**src/rtl/bxavg_pkg.sv**
```systemverilog
// bxavg_pkg: shared widths, register indexes, state codes and structs of the
// box average image downsampler
// no dependencies; used by every module in rtl/ except bxavg_ram
package bxavg_pkg;

	// stream and field widths
	localparam int PIX_W = 32;
	localparam int CH_N  = 4;
	localparam int CH_W  = 8;

	// configuration port
	localparam int CFG_DATA_W  = 13;
	localparam int CFG_INDEX_W = 3;
	localparam int WIN_W       = 5;
	localparam int DIM_W       = 13;

	// per-column and horizontal channel sums, wrapping at these widths
	localparam int COL_W = 20;
	localparam int HS_W  = 24;

	// reciprocal of the block area: exact floor division of any HS_W-bit sum
	localparam int AREA_W      = 2 * WIN_W;
	localparam int RECIP_SHIFT = HS_W + AREA_W;
	localparam int RECIP_W     = RECIP_SHIFT + 1;
	localparam int RECIP_LO_W  = (RECIP_W + 1) / 2;
	localparam int RECIP_HI_W  = RECIP_W - RECIP_LO_W;
	localparam int PROD_W      = HS_W + RECIP_W;
	localparam int STEP_W      = $clog2(RECIP_SHIFT);

	// result queue
	localparam int OQ_DEPTH = 8;
	localparam int OQ_AW    = $clog2(OQ_DEPTH);
	localparam int OQ_CW    = $clog2(OQ_DEPTH + 1);

	// default parameter values
	localparam int DEF_MAX_WIDTH  = 4096;
	localparam int DEF_MAX_WINDOW = 16;

	// register reset values
	localparam logic [WIN_W-1:0] RST_WINDOW = WIN_W'(2);
	localparam logic [DIM_W-1:0] RST_DIM    = DIM_W'(4096);

	typedef enum logic [CFG_INDEX_W-1:0] {
		REG_WINDOW_WIDTH  = 3'd0,
		REG_WINDOW_HEIGHT = 3'd1,
		REG_SOURCE_WIDTH  = 3'd2,
		REG_SOURCE_HEIGHT = 3'd3,
		REG_BORDER_ENABLE = 3'd4
	} reg_index_t;

	typedef enum logic [1:0] {
		GEOM_IDLE,
		GEOM_SETUP,
		GEOM_DIV
	} geom_state_t;

	// clamped geometry and derived values, valid while the geometry unit is idle
	typedef struct packed {
		logic [WIN_W-1:0]   ww;
		logic [WIN_W-1:0]   wh;
		logic [DIM_W-1:0]   w;
		logic [DIM_W-1:0]   h;
		logic [DIM_W-1:0]   used_w;
		logic [DIM_W-1:0]   used_h;
		logic [RECIP_W-1:0] recip;
		logic               border;
	} geom_t;

	// one averaged block waiting for output
	typedef struct packed {
		logic [PIX_W-1:0] avg;
		logic             last_block;
		logic             dup;
	} result_t;

endpackage

```
**src/rtl/bxavg_outq.sv**
```systemverilog
// bxavg_outq: queue of averaged blocks and the output stream, which sends a
// second border copy for blocks that close a row with the border on
// depends on bxavg_pkg
module bxavg_outq (
	input  logic                          clk,
	input  logic                          arst_n,
	input  logic                          push,
	input  bxavg_pkg::result_t            push_data,
	output logic [bxavg_pkg::OQ_CW-1:0]   count,
	output logic                          m_axis_tvalid,
	input  logic                          m_axis_tready,
	output logic [bxavg_pkg::PIX_W-1:0]   m_axis_tdata,
	output logic [1:0]                    m_axis_tuser,
	output logic                          m_axis_tlast
);

	localparam int AW = bxavg_pkg::OQ_AW;

	bxavg_pkg::result_t mem_q [bxavg_pkg::OQ_DEPTH];
	bxavg_pkg::result_t head;
	logic [AW-1:0] wp_q, rp_q;
	logic [bxavg_pkg::OQ_CW-1:0] cnt_q;
	logic phase_q, take, pop;

	assign head          = mem_q[rp_q];
	assign count         = cnt_q;
	assign m_axis_tvalid = (cnt_q != '0);
	assign m_axis_tdata  = head.avg;
	assign m_axis_tuser  = {head.dup ? phase_q : head.last_block, phase_q};
	assign m_axis_tlast  = head.dup ? phase_q : 1'b1;
	assign take          = m_axis_tvalid && m_axis_tready;
	assign pop           = take && (!head.dup || phase_q);

	// storage
	always_ff @(posedge clk) begin
		if (push) begin
			mem_q[wp_q] <= push_data;
		end
	end

	// pointers, fill count and border phase
	always_ff @(posedge clk or negedge arst_n) begin
		if (!arst_n) begin
			wp_q    <= '0;
			rp_q    <= '0;
			cnt_q   <= '0;
			phase_q <= 1'b0;
		end else begin
			if (push) begin
				wp_q <= wp_q + 1'b1;
			end
			if (pop) begin
				rp_q <= rp_q + 1'b1;
			end
			case ({push, pop})
				2'b10: begin
					cnt_q <= cnt_q + 1'b1;
				end
				2'b01: begin
					cnt_q <= cnt_q - 1'b1;
				end
				default: begin
				end
			endcase
			if (take) begin
				phase_q <= head.dup && !phase_q;
			end
		end
	end

endmodule

```
**config.mk**
```make
export PLATFORM = sky130hd
export DESIGN_NAME = bxavg_outq
export DESIGN_NICKNAME = d
export VERILOG_FILES = /design/src/rtl/bxavg_pkg.sv /design/src/rtl/bxavg_outq.sv
export SDC_FILE = /design/constraint.sdc
export NUM_CORES = 1
export LEC_CHECK = 0
export CAP_MARGIN = 20
export CORE_ASPECT_RATIO = 0.5
export CORE_MARGIN = 5
export CORE_UTILIZATION = 60
export CTS_CLUSTER_SIZE = 16
export DETAILED_ROUTE_END_ITERATION = 10
export DONT_BUFFER_PORTS = 1
export GPL_ROUTABILITY_DRIVEN = 0
export GPL_TIMING_DRIVEN = 0
export PLACE_DENSITY = 0.72
export SLEW_MARGIN = 0
export SYNTH_ARGS = -nofsm -noshare
export SYNTH_HDL_FRONTEND = slang
export SYNTH_SLANG_ARGS = --single-unit
export TNS_END_PERCENT = 100
```
**constraint.sdc**
```tcl
create_clock -name clk -period 5 [get_ports clk]
set_clock_uncertainty 0.1 [all_clocks]
set_input_delay 0.5 -clock clk [delete_from_list [all_inputs] [get_ports clk]]
set_output_delay 0.5 -clock clk [all_outputs]
set_load 0.01 [all_outputs]
```
After elaboration in Yosys (flattened, before gate mapping)
Memories as Yosys holds them, arrays and structs flattened. Index checks and enable logic that the tools add are counted.

Add/sub/neg operators: 4. Equality and inequality tests: 2. Multiplexer cells: 5. Reductions and logical operators: 8.

Operators with widths (count): case mux 4 bit (2 select lines) (1); adder 3 x 1 -> 3 bit (second input constant) (2); adder 4 x 1 -> 4 bit (second input constant) (1); two-way mux 1 bit (4); nonzero test 4 bit (1); subtractor 4 x 1 -> 4 bit (second input constant) (1); logical AND 1 bit (3); equality test 2 x 1 -> 1 bit (second input constant) (1); equality test 2 bit (second input constant) (1); logical NOT 1 bit (2); nonzero test 2 bit (1); logical OR 1 bit (1).

Register bits: 11. RAM bits: 272. Bits of input ports: 38. Output and inout port bits: 40. Word-level logic and storage cells: 24. Memories: 1.

Memory list: mem_q (depth 8, bits a word 34, rd ports 1, clocked after Yosys merged registers in 0, wr ports 1, RTL line bxavg_outq.sv:19) `bxavg_pkg::result_t mem_q [bxavg_pkg::OQ_DEPTH];`.

Longest topological paths before layout
An unclocked memory read counts as a cell.

Depth in word-level cells: 6. Depth in mapped cells: 11. Gate-level depth less buffers: 10.

Worst setup path before layout
No wires, ideal clock.

Path type: input -> register. Start point: in push. End point: mem mem_q[0][0] (netlist bit), enable pin. Library setup time: 0.467 ns. Data arrival time: 2.935 ns. Required time: 4.433 ns. Slack: 1.498 ns. Cell stages on the path: 2. Path buffers: 0. Cells stage by stage: nand2b_1 -> nor3_1.

Longest elaborated chain between the ends: 2.

RTL lines: start, declared (RTL line bxavg_outq.sv:7) `input logic push,`; two-way mux 1 bit (RTL line bxavg_outq.sv:36) `if (push) begin`; two-way mux 1 bit (implied by the code) (RTL line bxavg_outq.sv:37) `mem_q[wp_q] <= push_data;`; end, declared (RTL line bxavg_outq.sv:19).

No other way between the ends.

Worst setup path in the final report
Start point: reg rp_q[1]. End point: out m_axis_tdata[15] (netlist bit).

Longest elaborated chain between the ends: 1.

RTL lines: start, declared (RTL line bxavg_outq.sv:21) `logic [AW-1:0] wp_q, rp_q;`; start signal, assigned (RTL line bxavg_outq.sv:53) `rp_q <= rp_q + 1'b1;`; memory read (8 x 34 bit); end, declared (RTL line bxavg_outq.sv:12) `output logic [bxavg_pkg::PIX_W-1:0] m_axis_tdata,`.

No other way between the ends.

==> qor.txt <==
MaxCap Viol Count: 0
Slew HR: 39.1%
crit path time final: 3.41 ns
Skew-Pair Late Insertion Delay: 0.52 ns
post-synthesis mux area share: 17.9%
final setup margin: 1.59 ns
PortBufs: 0
Peak VDD IR: 0.262 mV
post-cts repair resize count: 0
Yosys top cell by area: edfxtp_1
sequential area share after synthesis: 77.8%
wirelength, routed: 20700 µm
GRT Total Usage: 20.3%
M1 WL: 9420 µm
number of antenna diodes: 0
syn_area_per_cell: 23.6 µm²
largest net degree at the start of global routing: 27
clock tree from TritonCTS: built
DRT antenna net count: 0
clk slew on worst S/H paths: 0.06 ns
CP Launch Type: flop
Post-synth top flop: edfxtp_1
Adder-Cell Fraction of Synth Area: 0.761%
Die H: 105 µm
vias per inst: 6.08
Layout area overhead: 15.7%
drt initial violations: 506
DRC Markers: 0
HP Class: in -> reg
final worst-path cycle share: 68.2%
P per Cell Area: 572 mW/mm²
top post-synthesis cells by area: edfxtp_1, mux4_2, mux2_2, dfrtp_1, ha_1
Synth Area in XOR/XNOR: 0.484%
Final Util: 71.5%
antenna violations before repair: 0
Sw Share: 29.7%
Top Metal Used: met4
layout cell share with drive strength beyond 1: 31.3%
H-tree levels: 1
Vias: 4775
crit path DAT: 2.81 ns
slowest cell delay on critical path: 0.52 ns
total die area: 0.0210 mm²
Distinct cells, synth: 32
io pins: 78
switching power total: 2130 µW
Simple-Gate Fraction of Synth Area: 1.13%
number of clock sinks: 283
first-pass iteration count of the detailed router: 4
Inserted Clock Buffers: 24
synthesized flop and latch total: 283
post-synth top area share: 75.2%
Routed WL per cell: 26.4 µm
CP max stage cell: clkbuf_1
Synth top cells by count: edfxtp_1, mux4_2, mux2_2, dfrtp_1, clkbuf_1
Cell Area, Synth: 0.0109 mm²
pre-CTS worst setup slack: 2.04 ns
vias in the first global route: 5069
met2 WL post-DR: 10000 µm
Max Fclk: 0.293 GHz
final setup violation count: 0
first-pass GRT wire length: 32200 µm
synth warn: 0
core footprint: 0.0176 mm²
status: finished clean
initial core utilization: 61.8%
Buf+Inv Stages, Crit Path: 3
Die X: 200 µm
Detailed Place HPWL: 12700 µm
Least-Margin Pin Slew: 0.911 ns
nets: 578
Top cell by count, worst path: clkbuf_1
Leak: 0.00406 µW
Post-synth EDFFs: 272
Critical Path RT: 4.40 ns
unrepaired setup endpoints after global routing: false
endpoint kind of the worst setup timing path: primary output
crit path max fanout: 10
compound-cell area share of the yosys netlist: 0.726%
max-slew violation count: 0
delay-heaviest family, CP: buffers and inverters
critical setup path kind: reg -> out
met3 WL: 1090 µm
fillers: 989
main combinational cell family by area after synthesis: multiplexers
gr ovfl total: 0
post-synthesis net count: 504
count leader, synth: edfxtp_1
final-report hold violation count: 0
Reg power frac: 43.4%
root buf cell: clkbuf_16
Mapped Cells: 460
Internal Power: 5040 µW
Async SR Flop Fraction: 3.89%
worst-case clock buffer depth: 3
post-CTS setup buffers: 0
# rows: 34
Comb power frac: 31.1%
clock network power share: 25.5%
crit path cell chain: clkbuf_1 -> clkbuf_1 -> buf_2 -> mux4_2 -> mux2_2
[through the flow]
step                      setup TNS (ns)  cell area (µm²)  hold WS [ns]  cells  power [µW]
final                                  0            12600        0.0334    786        7180
after global routing                   0            12600        0.0210    786        7530
after CTS                              0            12600        0.0233    786        7270
after detailed placement               0            11400         0.105    706        5390
after global placement            -41.93            11100         0.105    694        5270
after floorplan                        0            10900         0.104    460        4760
[area by class of cell]
class | instances | area, µm² | area share, %
Buffer | 22 | 120 | 0.957
Clock buffer | 32 | 651 | 5.18
Clock inverter | 12 | 123 | 0.977
Inverter | 5 | 18.8 | 0.149
Multi-Input combinational cell | 150 | 2330 | 18.6
Sequential cell | 283 | 8440 | 67.2
Tap cell | 234 | 293 | 2.33
Timing Repair Buffer | 48 | 578 | 4.60
[power by group through the flow]
stage	Combinational, µW	Sequential (µW)	Clock (µW)
2_1_floorplan	1630	3140	0
3_3_place_gp	2090	3180	0
3_5_place_dp	2230	3160	0
4_1_cts	2290	3120	1860
5_1_grt	2420	3140	1970
6_report	2230	3110	1830
[worst register-to-register path: stages, from the launching register on]
cell     delay (ns)
dfrtp_1        0.47
or4_1          0.66
and2_2         0.29
nand2_4        0.09
inv_1          0.07
ha_1           0.23
ha_1           0.28
a21o_1         0.17
a21oi_1        0.18
mux2i_1        0.24
xnor2_1        0.13
[worst paths after layout]
path                           from  slack [ns]  cells after the start                to
max in group asynchronous    arst_n        4.12                      1           rp_q[2]
min                            push        0.03                      2           wp_q[2]
max reg2reg                count[0]        2.01                     10          count[3]
max                         rp_q[1]        1.59                      5  m_axis_tdata[15]
min reg2reg                count[3]        0.46                      1          count[3]
min in group asynchronous    arst_n        0.31                      1          count[3]
[timing repair]
action	in CTS	in global routing
hold buffers	36	0
endpoints found under the setup margin	0	0
hold endpoints to repair	284	0
[kinds of logic after synthesis]
group	after synthesis
xor+xnor	6
fa+ha+maj	6
buf+inv	27
flops	283
compound gates	10
mux	104
simple gates	24
[cell usage in the layout (no fill, tap or decap), types with 11 or more instances in the layout]
cell type / count
mux2_2: 33
dfrtp_1: 11
clkbuf_1: 16
edfxtp_1: 272
dlygate4sd3_1: 36
clkbuf_16: 24
mux4_2: 68
[sequential cells by signal, summed over array words and instances (netlist names)]
name,cells
count,4
rp_q,3
wp_q,3
phase_q,1
mem_q,272
[per-layer routing]
layer	GRT usage [%]	up-vias
met5	0	-
met2	32.6	135
met3	3.99	21
met1	30.8	2538
met4	2.60	0
li1	-	2081
(Power assumes the default switching activity.)
