## src/rtl/bxavg_pkg.sv

```systemverilog
// bxavg_pkg: shared widths, register indexes, state codes and structs of the
// box average image downsampler
// no dependencies; used by every module in rtl/ except bxavg_ram
package bxavg_pkg;

	// stream and field widths
	localparam int PIX_W = 32;
	localparam int CH_N  = 4;
	localparam int CH_W  = 8;

	// configuration port
	localparam int CFG_DATA_W  = 13;
	localparam int CFG_INDEX_W = 3;
	localparam int WIN_W       = 5;
	localparam int DIM_W       = 13;

	// per-column and horizontal channel sums, wrapping at these widths
	localparam int COL_W = 20;
	localparam int HS_W  = 24;

	// reciprocal of the block area: exact floor division of any HS_W-bit sum
	localparam int AREA_W      = 2 * WIN_W;
	localparam int RECIP_SHIFT = HS_W + AREA_W;
	localparam int RECIP_W     = RECIP_SHIFT + 1;
	localparam int RECIP_LO_W  = (RECIP_W + 1) / 2;
	localparam int RECIP_HI_W  = RECIP_W - RECIP_LO_W;
	localparam int PROD_W      = HS_W + RECIP_W;
	localparam int STEP_W      = $clog2(RECIP_SHIFT);

	// result queue
	localparam int OQ_DEPTH = 8;
	localparam int OQ_AW    = $clog2(OQ_DEPTH);
	localparam int OQ_CW    = $clog2(OQ_DEPTH + 1);

	// default parameter values
	localparam int DEF_MAX_WIDTH  = 4096;
	localparam int DEF_MAX_WINDOW = 16;

	// register reset values
	localparam logic [WIN_W-1:0] RST_WINDOW = WIN_W'(2);
	localparam logic [DIM_W-1:0] RST_DIM    = DIM_W'(4096);

	typedef enum logic [CFG_INDEX_W-1:0] {
		REG_WINDOW_WIDTH  = 3'd0,
		REG_WINDOW_HEIGHT = 3'd1,
		REG_SOURCE_WIDTH  = 3'd2,
		REG_SOURCE_HEIGHT = 3'd3,
		REG_BORDER_ENABLE = 3'd4
	} reg_index_t;

	typedef enum logic [1:0] {
		GEOM_IDLE,
		GEOM_SETUP,
		GEOM_DIV
	} geom_state_t;

	// clamped geometry and derived values, valid while the geometry unit is idle
	typedef struct packed {
		logic [WIN_W-1:0]   ww;
		logic [WIN_W-1:0]   wh;
		logic [DIM_W-1:0]   w;
		logic [DIM_W-1:0]   h;
		logic [DIM_W-1:0]   used_w;
		logic [DIM_W-1:0]   used_h;
		logic [RECIP_W-1:0] recip;
		logic               border;
	} geom_t;

	// one averaged block waiting for output
	typedef struct packed {
		logic [PIX_W-1:0] avg;
		logic             last_block;
		logic             dup;
	} result_t;

endpackage

```

## src/rtl/bxavg_geom.sv

```systemverilog
// bxavg_geom: configuration registers, clamping, and a shift-subtract unit that
// derives the used image size and the area reciprocal after reset and after every write
// depends on bxavg_pkg
module bxavg_geom #(
	parameter int MAX_WIDTH  = bxavg_pkg::DEF_MAX_WIDTH,
	parameter int MAX_WINDOW = bxavg_pkg::DEF_MAX_WINDOW
) (
	input  logic                                clk,
	input  logic                                arst_n,
	input  logic                                cfg_we,
	input  logic [bxavg_pkg::CFG_INDEX_W-1:0]   cfg_index,
	input  logic [bxavg_pkg::CFG_DATA_W-1:0]    cfg_data,
	output logic                                busy,
	output bxavg_pkg::geom_t                    geom
);

	localparam int WIN_W = bxavg_pkg::WIN_W;
	localparam int DIM_W = bxavg_pkg::DIM_W;
	localparam int AREA_W = bxavg_pkg::AREA_W;
	localparam int KS = bxavg_pkg::RECIP_SHIFT;
	localparam int STEP_W = bxavg_pkg::STEP_W;

	logic [WIN_W-1:0] wwr_q, whr_q;
	logic [DIM_W-1:0] wr_q, hr_q;
	logic             brd_q;

	bxavg_pkg::geom_state_t state_q, state_d;
	logic [STEP_W-1:0] step_q, step_d;

	logic [WIN_W-1:0]  ww_q, wh_q, remw_q, remh_q;
	logic [DIM_W-1:0]  w_q, h_q;
	logic [AREA_W-1:0] area_q, rq_q;
	logic [KS-1:0]     wsh_q, hsh_q, quo_q;

	logic [WIN_W-1:0]  ww_c, wh_c, remw_n, remh_n;
	logic [DIM_W-1:0]  w_c, h_c;
	logic [WIN_W:0]    tw, th;
	logic [AREA_W:0]   tr;
	logic [AREA_W-1:0] rq_n;
	logic              qbit;

	// configuration registers
	always_ff @(posedge clk or negedge arst_n) begin
		if (!arst_n) begin
			wwr_q <= bxavg_pkg::RST_WINDOW;
			whr_q <= bxavg_pkg::RST_WINDOW;
			wr_q  <= bxavg_pkg::RST_DIM;
			hr_q  <= bxavg_pkg::RST_DIM;
			brd_q <= 1'b0;
		end else if (cfg_we) begin
			case (bxavg_pkg::reg_index_t'(cfg_index))
				bxavg_pkg::REG_WINDOW_WIDTH: begin
					wwr_q <= cfg_data[WIN_W-1:0];
				end
				bxavg_pkg::REG_WINDOW_HEIGHT: begin
					whr_q <= cfg_data[WIN_W-1:0];
				end
				bxavg_pkg::REG_SOURCE_WIDTH: begin
					wr_q <= cfg_data[DIM_W-1:0];
				end
				bxavg_pkg::REG_SOURCE_HEIGHT: begin
					hr_q <= cfg_data[DIM_W-1:0];
				end
				bxavg_pkg::REG_BORDER_ENABLE: begin
					brd_q <= cfg_data[0];
				end
				default: begin
				end
			endcase
		end
	end

	// clamp to the supported ranges
	always_comb begin
		if (wwr_q == '0) begin
			ww_c = WIN_W'(1);
		end else if (32'(wwr_q) > MAX_WINDOW) begin
			ww_c = WIN_W'(MAX_WINDOW);
		end else begin
			ww_c = wwr_q;
		end
		if (whr_q == '0) begin
			wh_c = WIN_W'(1);
		end else if (32'(whr_q) > MAX_WINDOW) begin
			wh_c = WIN_W'(MAX_WINDOW);
		end else begin
			wh_c = whr_q;
		end
		if (wr_q == '0) begin
			w_c = DIM_W'(1);
		end else if (32'(wr_q) > MAX_WIDTH) begin
			w_c = DIM_W'(MAX_WIDTH);
		end else begin
			w_c = wr_q;
		end
		h_c = (hr_q == '0) ? DIM_W'(1) : hr_q;
	end

	// one restoring step for each of the three divisions
	always_comb begin
		tw = {remw_q, wsh_q[KS-1]};
		th = {remh_q, hsh_q[KS-1]};
		tr = {rq_q, 1'b1};
		remw_n = (tw >= {1'b0, ww_q}) ? WIN_W'(tw - {1'b0, ww_q}) : WIN_W'(tw);
		remh_n = (th >= {1'b0, wh_q}) ? WIN_W'(th - {1'b0, wh_q}) : WIN_W'(th);
		qbit = (tr >= {1'b0, area_q});
		rq_n = qbit ? AREA_W'(tr - {1'b0, area_q}) : AREA_W'(tr);
	end

	// sequencer state
	always_ff @(posedge clk or negedge arst_n) begin
		if (!arst_n) begin
			state_q <= bxavg_pkg::GEOM_SETUP;
			step_q  <= '0;
		end else begin
			state_q <= state_d;
			step_q  <= step_d;
		end
	end

	always_comb begin
		state_d = state_q;
		step_d  = step_q;
		case (state_q)
			bxavg_pkg::GEOM_IDLE: begin
				step_d = '0;
			end
			bxavg_pkg::GEOM_SETUP: begin
				state_d = bxavg_pkg::GEOM_DIV;
				step_d  = '0;
			end
			bxavg_pkg::GEOM_DIV: begin
				step_d = step_q + 1'b1;
				if (32'(step_q) == KS - 1) begin
					state_d = bxavg_pkg::GEOM_IDLE;
				end
			end
			default: begin
				state_d = bxavg_pkg::GEOM_SETUP;
			end
		endcase
		if (cfg_we) begin
			state_d = bxavg_pkg::GEOM_SETUP;
		end
	end

	// divider datapath
	always_ff @(posedge clk) begin
		if (state_q == bxavg_pkg::GEOM_SETUP) begin
			ww_q   <= ww_c;
			wh_q   <= wh_c;
			w_q    <= w_c;
			h_q    <= h_c;
			area_q <= {{WIN_W{1'b0}}, ww_c} * {{WIN_W{1'b0}}, wh_c};
			wsh_q  <= KS'(w_c);
			hsh_q  <= KS'(h_c);
			remw_q <= '0;
			remh_q <= '0;
			rq_q   <= '0;
			quo_q  <= '0;
		end else if (state_q == bxavg_pkg::GEOM_DIV) begin
			wsh_q  <= {wsh_q[KS-2:0], 1'b0};
			hsh_q  <= {hsh_q[KS-2:0], 1'b0};
			remw_q <= remw_n;
			remh_q <= remh_n;
			rq_q   <= rq_n;
			quo_q  <= {quo_q[KS-2:0], qbit};
		end
	end

	// derived geometry
	assign busy = (state_q != bxavg_pkg::GEOM_IDLE);

	always_comb begin
		geom.ww     = ww_q;
		geom.wh     = wh_q;
		geom.w      = w_q;
		geom.h      = h_q;
		geom.used_w = w_q - DIM_W'(remw_q);
		geom.used_h = h_q - DIM_W'(remh_q);
		geom.recip  = bxavg_pkg::RECIP_W'(quo_q) + 1'b1;
		geom.border = brd_q;
	end

endmodule

```

## config.mk

```make
export PLATFORM = sky130hd
export DESIGN_NAME = bxavg_geom
export DESIGN_NICKNAME = d
export VERILOG_FILES = /design/src/rtl/bxavg_pkg.sv /design/src/rtl/bxavg_geom.sv
export SDC_FILE = /design/constraint.sdc
export NUM_CORES = 1
export LEC_CHECK = 0
export BUFFER_PORTS_ARGS = -buffer_cell sky130_fd_sc_hd__clkbuf_2
export CELL_PAD_IN_SITES_DETAIL_PLACEMENT = 1
export CELL_PAD_IN_SITES_GLOBAL_PLACEMENT = 2
export CORE_ASPECT_RATIO = 2
export CORE_MARGIN = 3
export CORE_UTILIZATION = 42
export DETAILED_ROUTE_END_ITERATION = 10
export GPL_TIMING_DRIVEN = 0
export PLACE_DENSITY_LB_ADDON = 0.2
export SKIP_CTS_REPAIR_TIMING = 1
export SLEW_MARGIN = 0
export SYNTH_ARGS = -nofsm -noshare
export SYNTH_HDL_FRONTEND = slang
export SYNTH_SLANG_ARGS = --single-unit
```

## constraint.sdc

```tcl
create_clock -name clk -period 9.13 [get_ports clk]
set_clock_uncertainty 0.05 [all_clocks]
set_input_delay 2.739 -clock clk [delete_from_list [all_inputs] [get_ports clk]]
set_output_delay 2.739 -clock clk [all_outputs]
set_load 0.005 [all_outputs]
```

# Yosys cells after proc, flatten, opt, wreduce, memory -nomap -nowiden
# Index checks and enable logic that the tools add are counted.
op_classes:
  addsub: 7
  mul: 1
  div_mod_pow: 0
  order_cmp: 6
  eq_ne: 9
  shift: 0
  mux: 18
  n_bitwise: 0
  n_reduce_logical: 16
ops:
  columns: ["operator", "count"]
  rows:
  - ["$mux 13", 7]
  - ["$add 34x1->35 const B", 1]
  - ["$mux 5", 6]
  - ["$logic_not 13->1", 2]
  - ["$sub 13x5->13", 2]
  - ["$gt 13x13->1 const B", 1]
  - ["$ge 6x5->1", 2]
  - ["$pmux 6 s2", 1]
  - ["$reduce_and 2->1", 6]
  - ["$ge 11x10->1", 1]
  - ["$gt 5x5->1 const B", 2]
  - ["$logic_not 5->1", 2]
  - ["$mul 5x5->10", 1]
  - ["$mux 10", 1]
  - ["$sub 10x10->10", 1]
  - ["$sub 5x5->5", 2]
  - ["$add 6x1->6 const B", 1]
  - ["$eq 3x2->1 const B", 2]
  - ["$eq 6x6->1 const B", 1]
  - ["$pmux 2 s3", 1]
  - ["$reduce_bool 2->1", 3]
  - ["$mux 2", 2]
  - ["$eq 3x1->1 const B", 1]
  - ["$eq 3x3->1 const B", 1]
  - ["other kinds (7)", 7]
word_totals:
  reg_bits: 213
  latch_bits: 0
  ramBits: 0
  romBits: 0
  in_bits: 19
  output_inout_bits: 99
  elab_cells: 77
  mem_count: 0

# Depth between registers and ports, before layout
# Gate-level depths: netlist of run 1.
depth:
  ltp_word: 4
  ltp_mapped: 16

# Worst setup path before layout of run 1
# No wires, ideal clock.
synth_timing:
  path_type: "register to output"
  startpoint: "register h_q[0]"
  endpoint: "output port geom[46] (netlist bit)"
  arrival_ns: 1.760
  required_time_ns: 6.341
  slack_ns: 4.581
  stages_incl_launch_ff: 10
  path_buffers: 0
  cell_sequence: "edfxtp_1 > inv_1 > ha_1 > fa_1 > nand2b_1 > a21boi_0 > o21ai_0 > nand2_1 > nor4_1 > xor2_1"
synth_lines:
  columns: ["item", "line", "text"]
  rows:
  - ["start, declared", "bxavg_geom.sv:31", "logic [DIM_W-1:0] w_q, h_q;"]
  - ["start signal, assigned", "bxavg_geom.sv:153", "h_q <= h_c;"]
  - ["end, declared", "bxavg_geom.sv:14", "output bxavg_pkg::geom_t geom"]

==> results of run 1 <==
-- registers in the layout, indices dropped and copies added, names as in the netlist --
register / count
hr_q: 13
remw_q: 5
h_q: 13
wwr_q: 5
wr_q: 13
brd_q: 1
whr_q: 5
quo_q: 34
state_q: 2
rq_q: 10
remh_q: 5
area_q: 10
w_q: 13
wh_q: 5
hsh_q: 34
ww_q: 5
wsh_q: 34
step_q: 6
-- final cells by class --
class                           instances  area (sq um)  share of cell area, %
Clock buffer                           25         550.5                  4.355
Inverter                               69         259.0                  2.049
Tap cell                              340         425.4                  3.365
Buffer                                 52         232.7                  1.841
Multi-Input combinational cell        690          5259                  41.60
Clock inverter                         13         92.59                 0.7325
Timing Repair Buffer                  118         605.6                  4.791
Sequential cell                       213          5216                  41.26
-- layout by cell type (no fill, tap or decap), types with 7 or more instances in the layout --
cell	n
mux2_2	61
dfrtp_1	40
a21oi_1	16
edfxtp_1	72
nor3_1	17
inv_1	69
xor2_1	20
ha_1	53
fa_1	14
nand4_1	8
clkbuf_16	21
nand2_1	48
clkbuf_1	47
a21o_1	8
and2_1	9
o21ai_0	14
nand3_1	21
a211oi_1	8
nor2_1	143
clkbuf_2	117
dfxtp_1	96
nand2b_1	19
and3_1	7
xnor2_1	46
mux2i_1	94
nor4_1	10
nor2b_1	21
-- synthesized netlist by cell type (4+ instances only) --
| master | n |
|---|---|
| clkbuf_1 | 44 |
| fa_1 | 14 |
| inv_1 | 69 |
| a211oi_1 | 8 |
| edfxtp_1 | 72 |
| a22o_1 | 4 |
| o21ai_0 | 14 |
| nand3_1 | 21 |
| nor4_1 | 10 |
| nor3_1 | 17 |
| xor2_1 | 20 |
| and2_1 | 9 |
| dfstp_2 | 5 |
| a21boi_0 | 5 |
| or2_2 | 4 |
| nor2_1 | 143 |
| nor3b_1 | 6 |
| dfxtp_1 | 96 |
| dfrtp_1 | 40 |
| nand4_1 | 8 |
| xnor2_1 | 46 |
| nand2_1 | 48 |
| mux2_2 | 61 |
| a21o_1 | 8 |
| nand2b_1 | 19 |
| nor2b_1 | 21 |
| a21oi_1 | 16 |
| ha_1 | 54 |
| mux2i_1 | 94 |
| and3_1 | 7 |
-- power by group through the flow --
stage | sequential (mW) | clock, mW | combinational (mW)
after floorplan | 1.44 | 0 | 1.08
after global placement | 1.51 | 0 | 1.57
after detailed placement | 1.51 | 0 | 1.63
after CTS | 1.49 | 0.860 | 1.64
after global routing | 1.51 | 0.897 | 1.78
final | 1.49 | 0.833 | 1.60
-- final timing paths --
check,end,slack (ns),depth (start not counted)
max in group asynchronous,wwr_q[0],5.86,1
worst min register to register,rq_q[0],0.44,2
min in group asynchronous,wr_q[9],2.41,1
worst max register to register,area_q[9],4.73,13
worst min-delay path,rq_q[0],0.44,2
worst max-delay path,geom[45],3.59,9
-- per-layer routing --
| metal | part of all wire (%) | routed length, microns |
|---|---|---|
| met5 | 0 | 0 |
| met4 | 3.4 | 920 |
| met3 | 3.3 | 887 |
| met2 | 59 | 16140 |
| met1 | 34 | 9339 |
-- tightest hold or removal path, delay by kind of cell, from the launching register on --
kind,cells,cell delay [ns]
simple gates,1,0.08
flops,1,0.31
compound gates,1,0.05
-- per-stage QoR --
step | area (sq um) | hold slack, ns | power, mW | setup WS (ns)
finish | 12640 | 0.4380 | 3.917 | 3.594
global route | 12640 | 0.4479 | 4.197 | 3.371
CTS | 12640 | 0.4400 | 3.989 | 3.556
detailed placement | 12000 | 0.4330 | 3.134 | 4.132
global placement | 11980 | 0.4217 | 3.084 | 4.133
floorplan | 10960 | 0.3930 | 2.522 | 4.581
-- kinds of logic (layout without fill, tap and decap cells) --
| group | Yosys count | in the layout |
|---|---|---|
| buffers and inverters | 121 | 277 |
| AOI/OAI and AO/OA | 79 | 79 |
| xor gates and xnor gates | 66 | 66 |
| and+or+nand+nor | 322 | 322 |
| muxes | 155 | 155 |
| adders and majority gates | 68 | 68 |
| DFF | 213 | 213 |
==> flow_summary_export.csv, run 1 <==
group,metric,value,unit
final_layout,diodes,0,
global_routing,antenna_found_initial,0,
cts,cts_tree,"done",
yosys,synth_top_family_by_area,"multiplexers",
yosys,synth_edf_count,72,
power_and_ir_drop,ir_worst_vdd,0.0001812,V
global_routing,track_usage,19.66,%
drt,viasPerCell,5.134,
final_layout,fillers,2892,
timing,tns,0,ns
power_and_ir_drop,clkPwrFrac,21.3,%
setup_path,worst-path-buf-inv,2,
power_and_ir_drop,power_frac_seq,37.9,%
setup_path,cp_slowest_stage_delay,0.45,ns
hold_path,holdCritPathClass,"register to register",
final_layout,drive_gt1_share,19.58,%
setup_path,arrival,2.75,ns
setup_path,startpoint_type,"register",
job,drv_cap,0,
drt,vias,7803,
global_routing,busiest_layer,"met2",
drt,first_pass_iters,6,
power_and_ir_drop,p_sw,1.466,mW
yosys,synthXorXnorAreaFrac,5.272,%
drt,drt_iter0_markers,237,
timing,rsz0062_at_grt,"false",
power_and_ir_drop,p_per_area,309.9,mW/mm^2
setup_path,rr_startpoint,"wwr_q[4]",
timing,fin_crit_sh,60.63,%
global_routing,grt_pass1_vias,8257,
yosys,synth_top_flop_cell,"dfxtp_1",
cts,cts-root-buf,"clkbuf_16",
setup_path,cp_top_family,"compound AO/OA/AOI/OAI gates",
floorplan,coreArea,0.02565,sq mm
yosys,synthAdderAreaFrac,8.718,%
yosys,synth_seq_cells,213,
global_routing,gr-total-overflow,0,
yosys,synth_area_leaders,"edfxtp_1 20%, dfxtp_1 18%, dfrtp_1 9.1%",
yosys,yosys.area.top_type,"edfxtp_1",
yosys,synthSimpleGateAreaFrac,13.83,%
drt,post-route-drc-count,0,
final_layout,fin_cells,1520,
timing,relSlewSlack,19.86,%
power_and_ir_drop,switching_share,37.43,%
placed_design,dpl.hpwl,21410,microns
final_layout,layout.nets,1252,
floorplan,num_rows,83,
setup_path,crit_path_max_fanout,5,
power_and_ir_drop,cell_internal_pwr,2.451,mW
cts,clock_latency,0.52,ns
timing,finalSetupViolations,0,
yosys,synth-async-reset-ratio,21.13,%
yosys,yosysWarnings,0,
placed_design,dpl.cell_count,1482,
yosys,syn_inst,1024,
setup_path,worstSetupEndpointType,"output port",
setup_path,crit_chain,"inv_1 -> ha_1 -> nor2b_1 -> o21ai_0 -> a21boi_0 -> o21ai_0 -> nand3_1 -> xnor2_1 -> clkbuf_2",
drt,final_antenna_net_count,0,
yosys,synthDistinctLibCells,58,
global_routing,grt.met2_usage,41.01,%
yosys,syn-num-nets,1111,
setup_path,cp.required,6.34,ns
floorplan,die_x,120.3,microns
timing,finalMaxSlewViolations,0,
drt,wl,27290,microns
final_layout,area.growth.synth_to_final,15.29,%
yosys,netlist_area,0.01096,sq mm
global_routing,grt_use_met3,2.092,%
outcome,outcome,"finished clean",
global_routing,grt_max_degree,46,
hold_path,min_from,"rq_q[0]",
timing,hold_viol,0,
floorplan,die_h,234.5,microns
placed_design,place_congestion,0.7878,
drt,wire_per_inst,17.95,microns
global_routing,grt_first_pass_wirelength,43750,microns
yosys,synth-compound-area-share,5.272,%
cts,path_clk_slew,0.06,ns
final_layout,final_util,49.28,%
cts,clock_path_buffers,3,
placed_design,numPortBuffers,117,
floorplan,io-pin-count,118,
power_and_ir_drop,p_leak,5.246,nW
timing,worst_slew_pin_slew,1.202,ns
yosys,synth.area.mux_share,14.85,%
yosys,yosys.area.top_type_share,19.72,%
cts,cts-buffers-inserted,21,
global_routing,grt_use_met1,19.18,%
timing,clock.fmax,180.6,MHz
timing,fin_crit,5.536,ns
setup_path,critical_path.slowest_cell,"dfxtp_1",
floorplan,start_util,42.74,%
cts,htreeDepth,1,
setup_path,cpMostUsedCell,"o21ai_0",
yosys,synth_seq_area_share,47.58,%
power_and_ir_drop,pwr-share-comb,40.8,%
floorplan,die_area,0.02820,sq mm
cts,clkSinkCount,213,
setup_path,critPathKind,"register to output port",
setup_path,crit_start,"remh_q[1]",
yosys,syn_avg_cell_area,10.71,sq um
No activity file was read; power rests on OpenSTA's default activity.
==> run 2, diff against run 1 <==
Settings changed: CORE_UTILIZATION 42 to 39.
Clock period 9.13 ns to 5.18 ns, I/O delays scaled along.
==> run 2 against run 1 <==
Die area up 7.4%. Via count is 0.90% lower. Flip-flop and latch count stayed put. Wire length rose by 0.70%. Worst setup slack worse by 2.8 ns. Sequential share of layout area fell by 0.14 points. Global-route usage fell by 1.4 points. Critical path type unchanged. Largest cell class unchanged. Largest power group unchanged.
==> flow_summary_export.csv, run 2 (synthesis gave the netlist of run 1 again) <==
group,metric,value,unit
outcome,outcome,"finished clean",
timing,clock.fmax,226.3,MHz
floorplan,die_x,124.6,microns
cts,path_clk_slew,0.07,ns
final_layout,largest_registers,"hsh_q x34, quo_q x34, wsh_q x34",
cts,cts-buffers-inserted,21,
cts,clkSinkCount,213,
drt,wl,27480,microns
floorplan,start_util,39.65,%
hold_path,holdCritPathClass,"register to register",
floorplan,coreArea,0.02765,sq mm
timing,finalMaxSlewViolations,0,
cts,cts_tree,"done",
timing,finalWorstSetupSlack,0.7619,ns
drt,first_pass_iters,4,
final_layout,mostFrequentLayoutCells,"143 x nor2_1, 117 x clkbuf_2, 96 x dfxtp_1",
cts,htreeDepth,1,
setup_path,startpoint_type,"register",
drt,wire_per_inst,17.94,microns
timing,tns,0,ns
job,drv_cap,0,
power_and_ir_drop,p_per_area,549.4,mW/mm^2
timing,fin_crit_sh,85.29,%
timing,worst_slew_pin_slew,1.221,ns
global_routing,grt_pass1_vias,8393,
drt,vias,7733,
power_and_ir_drop,p_leak,5.261,nW
power_and_ir_drop,power.total,6.969,mW
global_routing,antenna_found_initial,0,
global_routing,grt_max_degree,46,
drt,final_antenna_net_count,0,
setup_path,critPathKind,"register to output port",
cts,clock_latency,0.52,ns
setup_path,worstSetupEndpointType,"output port",
placed_design,dpl_cell_area,0.01201,sq mm
floorplan,io-pin-count,118,
timing,relSlewSlack,18.62,%
global_routing,grt_first_pass_wirelength,44370,microns
global_routing,track_usage,18.25,%
placed_design,pre_cts_slack,0.7504,ns
final_layout,drive_gt1_share,19.92,%
setup_path,crit_path_max_fanout,5,
drt,post-route-drc-count,0,
timing,hold_viol,0,
floorplan,die_h,243.1,microns
setup_path,cp.required,3.58,ns
setup_path,arrival,2.81,ns
floorplan,die_area,0.03028,sq mm
global_routing,gr-total-overflow,0,
final_layout,final_util,45.87,%
drt,viasPerCell,5.048,
floorplan,num_rows,86,
final_layout,area.growth.synth_to_final,15.69,%
final_layout,final_common_cell,"nor2_1",
drt,drt_iter0_markers,219,
timing,rsz0062_at_grt,"false",
final_layout,diodes,0,
placed_design,place_congestion,0.7922,
placed_design,dpl.hpwl,21610,microns
final_layout,layout.nets,1252,
power_and_ir_drop,ir_worst_vdd,0.0003800,V
timing,finalSetupViolations,0,
cts,clock_path_buffers,3,
final_layout,design_area,0.01268,sq mm
placed_design,numPortBuffers,117,
timing,fin_crit,4.418,ns
cts,cts-root-buf,"clkbuf_16",
==> run 2: metal layers <==
layer	part of all wire (%)	wire length [microns]	up-vias	global-route usage (%)
met2	59	16100	140	38.27
li1	-	-	3780	-
met3	3.2	883	41	2.224
met1	35	9569	3772	17.41
met5	0	0	-	0
met4	3.4	926	0	6.746
==> run 2: power breakdown <==
| part | switching, mW | internal [mW] | total (mW) | leakage [nW] |
|---|---|---|---|---|
| registers | 0.305 | 2.30 | 2.61 | 2.06 |
| logic | 1.62 | 1.21 | 2.83 | 2.87 |
| clock network | 0.681 | 0.851 | 1.53 | 0.329 |
==> run 2: path summary, 6_finish.rpt <==
check	start	to	slack [ns]	depth (start not counted)
max	remh_q[1]	geom[47]	0.76	9
min	rq_q[0]	rq_q[0]	0.44	2
max reg2reg	wwr_q[4]	area_q[9]	0.83	13
min reg2reg	rq_q[0]	rq_q[0]	0.44	2
max in group asynchronous	arst_n	whr_q[2]	3.09	1
min in group asynchronous	arst_n	wr_q[10]	1.23	1
==> run 2: final cells by class <==
cell class | count | area [sq um]
buffer | 52 | 232.7
clock buffer | 22 | 529.3
clock inverter | 16 | 142.6
fill | 3096 | 14970
inverter | 69 | 259.0
multi-input combinational | 690 | 5259
sequential | 213 | 5216
tap | 352 | 440.4
timing repair buffer | 118 | 605.6
==> run 2: critical path: stages (launching register included) <==
cell and delay [ns]:
dfxtp_1 0.46, inv_1 0.08, ha_1 0.28, nor2b_1 0.13, o21ai_0 0.22, a21boi_0 0.16, o21ai_0 0.48, nand3_1 0.16
xnor2_1 0.19, clkbuf_2 0.14
==> run 2: per-stage QoR <==
stage / instances / hold slack, ns
floorplan: 1024 / 0.3930
global placement: 1493 / 0.4237
detailed placement: 1494 / 0.4326
CTS: 1532 / 0.4413
global route: 1532 / 0.4722
finish: 1532 / 0.4396
